File: src/spc_pkg.sv
// Shared types and constants for the signal phase countdown block.
// Used by the top level, the pipelined remainder unit and the port checker.
// No dependencies.
`default_nettype none

package spc_pkg;

   localparam int TimeWidth     = 32;
   localparam int DvdWidth      = TimeWidth + 1;
   localparam int TotWidth      = 18;
   localparam int DurWidth      = 16;
   localparam int StepsPerStage = 3;
   localparam int DivStages     = (DvdWidth + StepsPerStage - 1) / StepsPerStage;

   localparam int CfgWidth      = 13;
   localparam int OffWidth      = 16;
   localparam int IndexWidth    = 8;
   localparam int CsrDataWidth  = 16;
   localparam int ReqDataWidth  = 32;
   localparam int RspDataWidth  = 80;

   localparam logic [IndexWidth-1:0] RegGreen  = 8'd0;
   localparam logic [IndexWidth-1:0] RegYellow = 8'd1;
   localparam logic [IndexWidth-1:0] RegRed    = 8'd2;
   localparam logic [IndexWidth-1:0] RegOffset = 8'd3;

   localparam logic [3:0] CodeGreen  = 4'd5;
   localparam logic [3:0] CodeYellow = 4'd7;
   localparam logic [3:0] CodeRed    = 4'd3;

   localparam logic [1:0] ColGreen  = 2'd0;
   localparam logic [1:0] ColYellow = 2'd1;
   localparam logic [1:0] ColRed    = 2'd2;

   typedef struct packed {
      logic [3:0]          light_code;
      logic                has_start;
      logic [TotWidth-1:0] start_in;
      logic [TotWidth-1:0] end_in;
      logic [TotWidth-1:0] next_start_in;
      logic [DurWidth-1:0] duration;
   } rec_type;

endpackage

`default_nettype wire

File: src/signal_phase_countdown_top.sv
// Top level of the signal phase countdown block: config registers, cycle position
// pipeline, phase record computation and the record sequencer. Uses spc_pkg, spc_mod.
//
//   channel | direction | handshake            | contents
//   req     | in        | req_tvalid/tready    | tdata: now_tenths
//   rsp     | out       | rsp_tvalid/tready    | tdata: phase record, tuser: has_start
//   csr     | in        | csr_valid/csr_ready  | csr_index, csr_data
//
// A request passes through one offset add, eleven remainder stages of three
// bits each, one difference stage, the sequencer and the output register. The
// sequencer sends one record a cycle on the single result channel while the
// output is not stalled; an item gives one record per colour of non-zero
// duration (up to three). Reset is synchronous and clears the configuration
// registers and the valid bits; the pipeline holds as a whole while the
// sequencer has records left to send.
`default_nettype none

module signal_phase_countdown_top (
   input  wire logic                                clock,
   input  wire logic                                reset,
   input  wire logic                                req_tvalid,
   output logic                                     req_tready,
   input  wire logic [spc_pkg::ReqDataWidth-1:0]    req_tdata,   // [31:0] now_tenths
   output logic                                     rsp_tvalid,
   input  wire logic                                rsp_tready,
   // [3:0] light_code, [21:4] start_in, [39:22] end_in, [57:40] next_start_in,
   // [73:58] duration, [79:74] zero
   output logic [spc_pkg::RspDataWidth-1:0]         rsp_tdata,
   output logic                                     rsp_tuser,   // [0] has_start
   output logic                                     rsp_tlast,
   input  wire logic                                csr_valid,
   output logic                                     csr_ready,
   input  wire logic [spc_pkg::IndexWidth-1:0]      csr_index,
   input  wire logic [spc_pkg::CsrDataWidth-1:0]    csr_data
);

   localparam logic [spc_pkg::CfgWidth-1:0] ColourMax = 13'd6553;

   function automatic logic [spc_pkg::CfgWidth-1:0] clamp_colour(
      input logic [spc_pkg::CsrDataWidth-1:0] value
   );
      logic [spc_pkg::CfgWidth-1:0] v;
      v = value[spc_pkg::CfgWidth-1:0];
      return (v > ColourMax) ? ColourMax : v;
   endfunction

   function automatic logic [spc_pkg::DurWidth-1:0] times_ten(
      input logic [spc_pkg::CfgWidth-1:0] v
   );
      return {v, 3'b000} + {2'b00, v, 1'b0};
   endfunction

   function automatic logic [1:0] rotate(input logic [1:0] cur, input logic [1:0] k);
      logic [2:0] s;
      s = {1'b0, cur} + {1'b0, k};
      return (s >= 3'd3) ? 2'(s - 3'd3) : s[1:0];
   endfunction

   function automatic logic [3:0] colour_code(input logic [1:0] col);
      case (col)
         spc_pkg::ColGreen:  return spc_pkg::CodeGreen;
         spc_pkg::ColYellow: return spc_pkg::CodeYellow;
         default:            return spc_pkg::CodeRed;
      endcase
   endfunction

   // Configuration registers.
   logic [spc_pkg::CfgWidth-1:0] green_ff, yellow_ff, red_ff;
   logic [spc_pkg::OffWidth-1:0] offset_ff;

   assign csr_ready = 1'b1;

   always_ff @(posedge clock) begin
      if (reset) begin
         green_ff  <= '0;
         yellow_ff <= '0;
         red_ff    <= '0;
         offset_ff <= '0;
      end else if (csr_valid) begin
         case (csr_index)
            spc_pkg::RegGreen:  green_ff  <= clamp_colour(csr_data);
            spc_pkg::RegYellow: yellow_ff <= clamp_colour(csr_data);
            spc_pkg::RegRed:    red_ff    <= clamp_colour(csr_data);
            spc_pkg::RegOffset: offset_ff <= csr_data;
            default: ;
         endcase
      end
   end

   // Scaled cycle layout, refreshed every cycle from the registers.
   logic [spc_pkg::DurWidth-1:0] dur_ff [3];
   logic [spc_pkg::TotWidth-1:0] st_ff  [3];
   logic [spc_pkg::TotWidth-1:0] fin_ff [3];
   logic [spc_pkg::TotWidth-1:0] total_ff;
   logic [19:0]                  off10;

   // The offset is needed in the cycle a request is taken, so it comes straight
   // from its register.
   assign off10 = {offset_ff, 3'b000} + {3'b000, offset_ff, 1'b0};

   always_ff @(posedge clock) begin
      logic [spc_pkg::TotWidth-1:0] g, y, r;
      g = {2'b00, times_ten(green_ff)};
      y = {2'b00, times_ten(yellow_ff)};
      r = {2'b00, times_ten(red_ff)};
      dur_ff[0] <= g[spc_pkg::DurWidth-1:0];
      dur_ff[1] <= y[spc_pkg::DurWidth-1:0];
      dur_ff[2] <= r[spc_pkg::DurWidth-1:0];
      st_ff[0]  <= '0;
      st_ff[1]  <= g;
      st_ff[2]  <= g + y;
      fin_ff[0] <= g;
      fin_ff[1] <= g + y;
      fin_ff[2] <= g + y + r;
      total_ff  <= g + y + r;
   end

   // Sequencer and pipeline advance.
   logic                         adv;
   logic [2:0]                   em_pend_ff, em_pend_in, pend_after, sel_oh;
   logic [1:0]                   sel;
   spc_pkg::rec_type             em_rec_ff [3];
   spc_pkg::rec_type             em_rec_in [3];
   logic                         send;
   logic                         rsp_valid_ff;
   spc_pkg::rec_type             rsp_rec_ff;
   logic                         rsp_last_ff;

   always_comb begin
      if (em_pend_ff[0]) begin
         sel = 2'd0;
      end else if (em_pend_ff[1]) begin
         sel = 2'd1;
      end else begin
         sel = 2'd2;
      end
      sel_oh     = 3'b001 << sel;
      send       = (|em_pend_ff) && (!rsp_valid_ff || rsp_tready);
      pend_after = send ? (em_pend_ff & ~sel_oh) : em_pend_ff;
      adv        = (pend_after == 3'b000);
   end

   assign req_tready = adv;

   // Offset stage.
   logic                         s0_valid_ff;
   logic [spc_pkg::DvdWidth-1:0] s0_t_ff;

   always_ff @(posedge clock) begin
      if (reset) begin
         s0_valid_ff <= 1'b0;
      end else if (adv) begin
         s0_valid_ff <= req_tvalid;
      end
   end

   always_ff @(posedge clock) begin
      if (adv) begin
         s0_t_ff <= {1'b0, req_tdata[spc_pkg::TimeWidth-1:0]}
                  + {13'b0, off10};
      end
   end

   // Cycle position by remainder.
   logic                         pos_valid;
   logic [spc_pkg::TotWidth-1:0] pos;

   spc_mod u_mod (
      .clock       (clock),
      .reset       (reset),
      .en          (adv),
      .in_valid    (s0_valid_ff),
      .in_dividend (s0_t_ff),
      .divisor     (total_ff),
      .out_valid   (pos_valid),
      .out_rem     (pos)
   );

   // Difference stage: signed offsets of each colour's start and end from the position.
   logic               a_valid_ff;
   logic [1:0]         a_cur_ff;
   logic [2:0]         a_has_ff;
   logic signed [18:0] a_nsd_ff [3];
   logic signed [18:0] a_end_ff [3];

   always_ff @(posedge clock) begin
      if (reset) begin
         a_valid_ff <= 1'b0;
      end else if (adv) begin
         a_valid_ff <= pos_valid;
      end
   end

   always_ff @(posedge clock) begin
      if (adv) begin
         for (int c = 0; c < 3; c++) begin
            a_nsd_ff[c] <= $signed({1'b0, st_ff[c]}) - $signed({1'b0, pos});
            a_end_ff[c] <= $signed({1'b0, fin_ff[c]}) - $signed({1'b0, pos});
            a_has_ff[c] <= (pos < st_ff[c]) || (pos > fin_ff[c]);
         end
         if (pos < fin_ff[0]) begin
            a_cur_ff <= spc_pkg::ColGreen;
         end else if (pos < fin_ff[1]) begin
            a_cur_ff <= spc_pkg::ColYellow;
         end else begin
            a_cur_ff <= spc_pkg::ColRed;
         end
      end
   end

   // Wrap the differences into the cycle and order the records from the current colour.
   always_comb begin
      spc_pkg::rec_type   col_rec [3];
      logic signed [18:0] tot_s;
      logic signed [18:0] ns_s, en_s;
      logic [1:0]         idx;
      tot_s = $signed({1'b0, total_ff});
      ns_s  = '0;
      en_s  = '0;
      idx   = '0;
      for (int c = 0; c < 3; c++) begin
         ns_s = (a_nsd_ff[c] < 0) ? a_nsd_ff[c] + tot_s : a_nsd_ff[c];
         if (a_end_ff[c] < 0) begin
            en_s = a_end_ff[c] + tot_s;
         end else if (a_end_ff[c] >= tot_s) begin
            en_s = a_end_ff[c] - tot_s;
         end else begin
            en_s = a_end_ff[c];
         end
         col_rec[c].light_code    = colour_code(2'(c));
         col_rec[c].has_start     = a_has_ff[c];
         col_rec[c].start_in      = a_has_ff[c] ? ns_s[spc_pkg::TotWidth-1:0] : '0;
         col_rec[c].end_in        = en_s[spc_pkg::TotWidth-1:0];
         col_rec[c].next_start_in = ns_s[spc_pkg::TotWidth-1:0];
         col_rec[c].duration      = dur_ff[c];
      end
      for (int k = 0; k < 3; k++) begin
         idx           = rotate(a_cur_ff, 2'(k));
         em_rec_in[k]  = col_rec[idx];
         em_pend_in[k] = a_valid_ff && (dur_ff[idx] != '0);
      end
   end

   always_ff @(posedge clock) begin
      if (reset) begin
         em_pend_ff <= '0;
      end else if (adv) begin
         em_pend_ff <= em_pend_in;
      end else begin
         em_pend_ff <= pend_after;
      end
   end

   always_ff @(posedge clock) begin
      if (adv) begin
         em_rec_ff <= em_rec_in;
      end
   end

   // Output register.
   always_ff @(posedge clock) begin
      if (reset) begin
         rsp_valid_ff <= 1'b0;
      end else if (send) begin
         rsp_valid_ff <= 1'b1;
      end else if (rsp_tready) begin
         rsp_valid_ff <= 1'b0;
      end
   end

   always_ff @(posedge clock) begin
      if (send) begin
         rsp_rec_ff  <= em_rec_ff[sel];
         rsp_last_ff <= ((em_pend_ff & ~sel_oh) == 3'b000);
      end
   end

   assign rsp_tvalid = rsp_valid_ff;
   assign rsp_tdata  = {6'b0, rsp_rec_ff.duration, rsp_rec_ff.next_start_in,
                        rsp_rec_ff.end_in, rsp_rec_ff.start_in, rsp_rec_ff.light_code};
   assign rsp_tuser  = rsp_rec_ff.has_start;
   assign rsp_tlast  = rsp_last_ff;

endmodule

`default_nettype wire

File: src/spc_mod.sv
// Pipelined remainder unit: restoring long division, a few dividend bits per stage.
// Depends on spc_pkg for widths and the stage count.
`default_nettype none

module spc_mod (
   input  wire logic                            clock,
   input  wire logic                            reset,
   input  wire logic                            en,
   input  wire logic                            in_valid,
   input  wire logic [spc_pkg::DvdWidth-1:0]    in_dividend,
   input  wire logic [spc_pkg::TotWidth-1:0]    divisor,
   output logic                                 out_valid,
   output logic [spc_pkg::TotWidth-1:0]         out_rem
);

   logic [spc_pkg::DivStages-1:0] vld_ff;
   logic [spc_pkg::DivStages-1:0] vld_in;
   logic [spc_pkg::TotWidth-1:0]  rem_ff [spc_pkg::DivStages];
   logic [spc_pkg::TotWidth-1:0]  rem_in [spc_pkg::DivStages];
   logic [spc_pkg::DvdWidth-1:0]  dvd_ff [spc_pkg::DivStages];
   logic [spc_pkg::DvdWidth-1:0]  dvd_in [spc_pkg::DivStages];

   always_comb begin
      logic [spc_pkg::TotWidth:0]   r19;
      logic [spc_pkg::TotWidth-1:0] r;
      logic [spc_pkg::DvdWidth-1:0] d;
      r19 = '0;
      r   = '0;
      d   = '0;
      for (int k = 0; k < spc_pkg::DivStages; k++) begin
         if (k == 0) begin
            vld_in[k] = in_valid;
            r         = '0;
            d         = in_dividend;
         end else begin
            vld_in[k] = vld_ff[k-1];
            r         = rem_ff[k-1];
            d         = dvd_ff[k-1];
         end
         // Each step brings down the next dividend bit; the partial remainder
         // stays below the divisor, so one conditional subtract suffices.
         for (int i = 0; i < spc_pkg::StepsPerStage; i++) begin
            if (k * spc_pkg::StepsPerStage + i < spc_pkg::DvdWidth) begin
               r19 = {r, d[spc_pkg::DvdWidth-1]};
               d   = {d[spc_pkg::DvdWidth-2:0], 1'b0};
               if (r19 >= {1'b0, divisor}) begin
                  r19 = r19 - {1'b0, divisor};
               end
               r = r19[spc_pkg::TotWidth-1:0];
            end
         end
         rem_in[k] = r;
         dvd_in[k] = d;
      end
   end

   always_ff @(posedge clock) begin
      if (reset) begin
         vld_ff <= '0;
      end else if (en) begin
         vld_ff <= vld_in;
      end
   end

   always_ff @(posedge clock) begin
      if (en) begin
         for (int k = 0; k < spc_pkg::DivStages; k++) begin
            rem_ff[k] <= rem_in[k];
            dvd_ff[k] <= dvd_in[k];
         end
      end
   end

   assign out_valid = vld_ff[spc_pkg::DivStages-1];
   assign out_rem   = rem_ff[spc_pkg::DivStages-1];

endmodule

`default_nettype wire

File: config.mk
export PLATFORM = sky130hd
export DESIGN_NAME = signal_phase_countdown_top
export DESIGN_NICKNAME = d
export VERILOG_FILES = /design/src/spc_pkg.sv /design/src/signal_phase_countdown_top.sv /design/src/spc_mod.sv
export SDC_FILE = /design/constraint.sdc
export NUM_CORES = 2
export LEC_CHECK = 0
export BUFFER_PORTS_ARGS = -buffer_cell sky130_fd_sc_hd__buf_2
export CELL_PAD_IN_SITES_DETAIL_PLACEMENT = 1
export CELL_PAD_IN_SITES_GLOBAL_PLACEMENT = 2
export CORE_ASPECT_RATIO = 1.2
export CORE_MARGIN = 2
export CORE_UTILIZATION = 38
export DETAILED_ROUTE_END_ITERATION = 6
export PLACE_DENSITY_LB_ADDON = 0.1
export SLEW_MARGIN = 20
export SYNTH_ARGS = -nofsm -noshare
export SYNTH_HDL_FRONTEND = slang
export SYNTH_SLANG_ARGS = --single-unit
File: constraint.sdc
create_clock -name clock -period 30.3 [get_ports clock]
set_clock_uncertainty 0.05 [all_clocks]
set_input_delay 6.06 -clock clock [delete_from_list [all_inputs] [get_ports clock]]
set_output_delay 6.06 -clock clock [all_outputs]
set_load 0.1 [all_outputs]
# After elaboration in Yosys (flattened, before gate mapping)
# Memory sizes are Yosys's and may differ from the RTL's.
# Cells that the tools add are included.
dict set report word_totals {
  ff_bits 429
  ram_bits 795
  output_inout_bits 85
  memories 7
}
dict set report op_classes {
  add_sub_neg 60
  n_lt_le_gt_ge 58
  n_eq_ne 3
  shift 1
  n_mux 70
  n_bitwise 6
  n_reduce_logical 21
}
# memory depth width read_ports rd_clocked_by_memory_dff write_ports line_no
set memory_table {}
lappend memory_table {u_mod.dvd_ff 11 30 10 0 11 spc_mod.sv:20} ;# logic [spc_pkg::DvdWidth-1:0] dvd_ff [spc_pkg::DivStages];
lappend memory_table {u_mod.rem_ff 11 18 11 0 11 spc_mod.sv:18} ;# logic [spc_pkg::TotWidth-1:0] rem_ff [spc_pkg::DivStages];
lappend memory_table {a_end_ff 3 19 3 0 3 signal_phase_countdown_top.sv:184} ;# logic signed [18:0] a_end_ff [3];
lappend memory_table {a_nsd_ff 3 19 3 0 3 signal_phase_countdown_top.sv:183} ;# logic signed [18:0] a_nsd_ff [3];
lappend memory_table {fin_ff 3 18 3 0 3 signal_phase_countdown_top.sv:93} ;# logic [spc_pkg::TotWidth-1:0] fin_ff [3];
lappend memory_table {st_ff 3 17 3 0 3 signal_phase_countdown_top.sv:92} ;# logic [spc_pkg::TotWidth-1:0] st_ff [3];
lappend memory_table {{+1 memories} - - - - - -}
# cell count
set ops {}
lappend ops {{2-to-1 mux 18 bit} 45}
lappend ops {{subtractor 18 bit} 35}
lappend ops {{greater-or-equal comparator 19 x 18 -> 1 bit} 32}
lappend ops {{binary-select mux 75 bit (select 2 bit)} 4}
lappend ops {{2-to-1 mux 75 bit} 8}
lappend ops {{less-than comparator 19 x 1 -> 1 bit (second input constant)} 6}
lappend ops {{subtractor 18 x 18 -> 19 bit} 6}
lappend ops {{adder 18 bit} 6}
lappend ops {{less-than comparator 18 bit} 5}
lappend ops {{greater-or-equal comparator 19 bit} 3}
lappend ops {{> comparator 18 bit} 3}
lappend ops {{adder 16 x 14 -> 16 bit} 3}
lappend ops {{nonzero test 16 bit} 3}
lappend ops {{adder 32 x 20 -> 33 bit} 1}
lappend ops {{adder 19 x 17 -> 20 bit} 1}
lappend ops {{adder 17 x 16 -> 18 bit} 1}
lappend ops {{greater-or-equal comparator 1 x 18 -> 1 bit} 1}
lappend ops {{subtractor 1 x 18 -> 18 bit} 1}
lappend ops {{adder 16 x 16 -> 17 bit} 1}
lappend ops {{equality test 8 x 2 -> 1 bit (second input constant)} 2}
lappend ops {{> comparator 13 bit (second input constant)} 1}
lappend ops {{2-to-1 mux 13 bit} 1}
lappend ops {{greater-or-equal comparator 3 bit (second input constant)} 4}
lappend ops {{2-to-1 mux 2 bit} 6}
lappend ops {{other kinds (20)} 40}

# Longest topological paths before layout
dict set report depth {
  ltp_word 9
  mapped_depth 41
  mapped_depth_nobuf 34
}

# Cells and area by module
# Synthesis repeated with hierarchy kept, for this count alone.
dict set report unflattened {
  hier_cells 8669
  area_unflattened_um2 79951.7
}
# module instances cells_per_inst area_per_inst_um2
set modules_own_cells {}
lappend modules_own_cells {spc_mod 1 4980 44445.1}
lappend modules_own_cells {signal_phase_countdown_top 1 3689 35506.6}

# Least setup slack after synthesis
# No wires, ideal clock.
dict set report synth_timing {
  path_kind {input to output}
  start {input port rsp_tready}
  end {output port req_tready}
  arrival_time_ps 26526
  path_slack_ps -2336
  cell_stages 4
  cell_sequence {nor2b_1 > maj3_1 > o21ai_1 > clkbuf_1}
}
dict set report synth_between {
  elab_chain_cells 4
}
# element line_no
set synth_lines {}
lappend synth_lines {{from (decl)} signal_phase_countdown_top.sv:25} ;# input wire logic rsp_tready,
lappend synth_lines {{logical OR 1 bit} signal_phase_countdown_top.sv:138} ;# send = (|em_pend_ff) && (!rsp_valid_ff || rsp_tready);
lappend synth_lines {{logical AND 1 bit} signal_phase_countdown_top.sv:138}
lappend synth_lines {{2-to-1 mux 3 bit} signal_phase_countdown_top.sv:139} ;# pend_after = send ? (em_pend_ff & ~sel_oh) : em_pend_ff;
lappend synth_lines {{zero test 3 bit} signal_phase_countdown_top.sv:140} ;# adv = (pend_after == 3'b000);
lappend synth_lines {{to (decl)} signal_phase_countdown_top.sv:22} ;# output logic req_tready,
# Every way passes these cells.

# Worst setup path after layout
# Same ends and word-level chain as after synthesis.

==> flow_summary.yaml <==
synth:
  synthArstFlopShare_pct: 0
  syn_area_sq_um: 76100
  synth_edf_count: 761
  yosys.cell_types.count: 107
  ys.flop_type: "edfxtp_1"
  yosysSeqAreaShare_pct: 33.97
  synth-seq-cells: 911
  synthCells: 8112
  syn_avg_cell_area_sq_um: 9.381
  synth_warnings: 0
floorplanning:
  num_io_pins: 146
  start_util_pct: 38.31
  die_y_um: 494.2
  die_w_um: 412.5
  die-area_sq_um: 203900
  rows: 179
  core_area_sq_um: 198700
detailed_routing:
  wl_per_cell_um: 24.52
  wl_um: 268000
  via_per_inst: 5.824
  dr.pass1.iters: 5
  drc_errors: 0
  first_iter_violations: 3334
  ant_nets: 0
  vias: 63649
cts:
  cts_tree: "done"
  post_cts_buffers: 0
  clk_pin_slew_ns: 0.06
  postCtsHoldBufs: 0
  clock-sinks: 911
  cts_buffers: 104
  clock-root-buffer: "clkbuf_16"
  clk_path_buf_depth: 3
  insertion_delay_ns: 0.75
  cts_resized: 0
  cts_max_level: 3
run:
  cap_violations: 0
hold_path:
  hold_path_startpoint: "s0_t_ff[6]"
  hold-path-endpoint: "u_mod.dvd_ff[0][6]"
  hold_path_depth: 0
  hold_class: "reg -> reg"
sta:
  final-setup-viol-count: 0
  layout_min_cycle_time_ns: 13.48
  max_freq_ghz: 0.07419
  maxSlewHeadroom_pct: 20.64
  slew_viol_final: 0
  rsz0062_at_grt: "no"
  max_slew.worst_pin.slew_ns: 1.178
  period_share_pct: 44.48
  setup_tns_ns: 0
  hold_viol: 0
place:
  gp_congestion: 0.8763
  place_hpwl_um: 206100
  io_buffer_count: 138
finish:
  final_common_cell: "ha_1"
  area_growth_syn_to_layout_pct: 9.776
  drive_gt1_share_pct: 9.998
  nets: 9139
  layout_common_cells: "797 x ha_1, 761 x edfxtp_1, 666 x a21oi_1, 660 x nand2_1, 618 x nor2_1"
outcome:
  outcome: "finished, final reports clean"
worst_setup_path:
  cp.arrival_ns: 7.37
  r2r-end: "u_mod.rem_ff[5][14]"
  crit_fanout: 7
  r2r_setup_slack_ns: 19.37
  reg2regPathDepth: 31
  crit_required_ns: 24.19
  criticalPathCategory: "in -> out"
  r2r_start: "total_ff[3]"
  start_kind: "primary input"
  endpoint_kind: "primary output"
global_routing:
  antenna_found_initial: 9
  grt_util_met1_pct: 32.08
  grt-ovfl-total: 0
  grt.busiest_layer: "met2"
  grtUsageMet3_pct: 2.024
  grt_first_pass_wirelength_um: 405600
  track_usage_pct: 25.82
  grt_max_degree: 83
  use_met2_pct: 46.73
  grt_pass1_vias: 65700
per-stage QoR:
step           setup WS (ns)  instance area [sq um]  std cells  utilization (%)  hold WS (ns)
2_1_floorplan          8.242                  76120       8118                -        0.3216
3_3_place_gp           16.84                  79980      10734            40.26        0.3504
3_5_place_dp           16.82                  79980      10734            40.26        0.3555
4_1_cts                16.81                  83520      10925            42.04        0.3636
5_1_grt                16.71                  83540      10927            42.05        0.3660
6_report               16.82                  83540      10929            42.05        0.3607
cell usage after synthesis, types with 32 or more instances:
| cell | count | area [sq um] |
|---|---|---|
| nor2b_1 | 136 | 850.8 |
| o31ai_1 | 55 | 412.9 |
| nor3_1 | 141 | 705.7 |
| or2_2 | 33 | 206.5 |
| a221o_1 | 32 | 320.3 |
| o21a_1 | 105 | 788.3 |
| o211ai_1 | 42 | 315.3 |
| mux2i_1 | 186 | 1862 |
| nor2_1 | 621 | 2331 |
| a22oi_1 | 39 | 292.8 |
| o21ai_0 | 562 | 2813 |
| dfxtp_1 | 150 | 3003 |
| a21boi_0 | 49 | 367.9 |
| fa_1 | 62 | 1241 |
| edfxtp_1 | 761 | 22850 |
| a211oi_1 | 94 | 705.7 |
| nand4_1 | 92 | 575.6 |
| and3_1 | 50 | 312.8 |
| ha_1 | 799 | 9997 |
| nor4_1 | 52 | 325.3 |
| nand2b_1 | 89 | 556.8 |
| o221ai_1 | 44 | 385.4 |
| xor2_1 | 173 | 1515 |
| o22ai_1 | 76 | 475.5 |
| a21o_1 | 218 | 1637 |
| a21oi_1 | 668 | 3343 |
| nand2_1 | 660 | 2477 |
| and2_1 | 54 | 337.8 |
| a31oi_1 | 58 | 362.9 |
| nand3_1 | 126 | 630.6 |
| mux2_2 | 285 | 3209 |
| or3_1 | 62 | 387.9 |
| o21bai_1 | 77 | 578.1 |
| inv_1 | 365 | 1370 |
| clkbuf_1 | 193 | 724.4 |
| xnor2_1 | 393 | 3442 |
flip-flops by register name, indices dropped and copies added (netlist names), 2 cells and up:
| register | flops |
|---|---|
| u_mod.rem_ff | 198 |
| u_mod.dvd_ff | 165 |
| a_has_ff | 3 |
| dur_ff | 30 |
| a_end_ff | 55 |
| em_pend_ff | 3 |
| a_cur_ff | 2 |
| st_ff | 30 |
| em_rec_ff | 213 |
| fin_ff | 2 |
| a_nsd_ff | 18 |
| total_ff | 16 |
| yellow_ff | 13 |
| offset_ff | 16 |
| green_ff | 13 |
| rsp_tdata | 72 |
| red_ff | 13 |
| s0_t_ff | 33 |
| u_mod.vld_ff | 11 |
worst max path at each step:
| stage | start | to | slack (ns) | depth (start not counted) |
|---|---|---|---|---|
| 2_1_floorplan | rsp_tready | req_tready | 8.24 | 4 |
| 3_3_place_gp | rsp_tready | req_tready | 16.84 | 5 |
| 3_5_place_dp | rsp_tready | req_tready | 16.82 | 5 |
| 4_1_cts | rsp_tready | req_tready | 16.81 | 5 |
| 5_1_grt | rsp_tready | req_tready | 16.71 | 5 |
| 6_report | rsp_tready | req_tready | 16.82 | 5 |
critical path, stage by stage:
cell	delay, ns
buf_2	0.10
nor2b_1	0.46
maj3_1	0.34
o21ai_4	0.08
buf_2	0.33
metal layers:
metal  wire, um  up-vias
met4       9209        0
li1           -    30594
met5          0        -
met1     115700    31774
met3       7076      316
met2     136000      965
layout make-up:
| cell class | count | area, sq um |
|---|---|---|
| clock buffers | 123 | 2738 |
| repair buffers | 249 | 1553 |
| fillers | 22535 | 115100 |
| multi-input cells | 6584 | 47910 |
| flip-flops and latches | 911 | 25870 |
| clock inverters | 68 | 800.8 |
| well taps | 2624 | 3283 |
| diodes | 3 | 7.507 |
| inverters | 367 | 1380 |
cells by family after synthesis:
family,Yosys count,synth area share (%)
compound gates,2452,20.93
simple gates,2225,13.93
flops,911,33.97
fa+ha+maj,862,14.78
buf+inv,623,3.196
xor+xnor,566,6.514
mux,471,6.664
other cells,2,0.009869
Power is not shown: default switching activity piles up to over one toggle a cycle in this logic, so the estimate is an artifact.
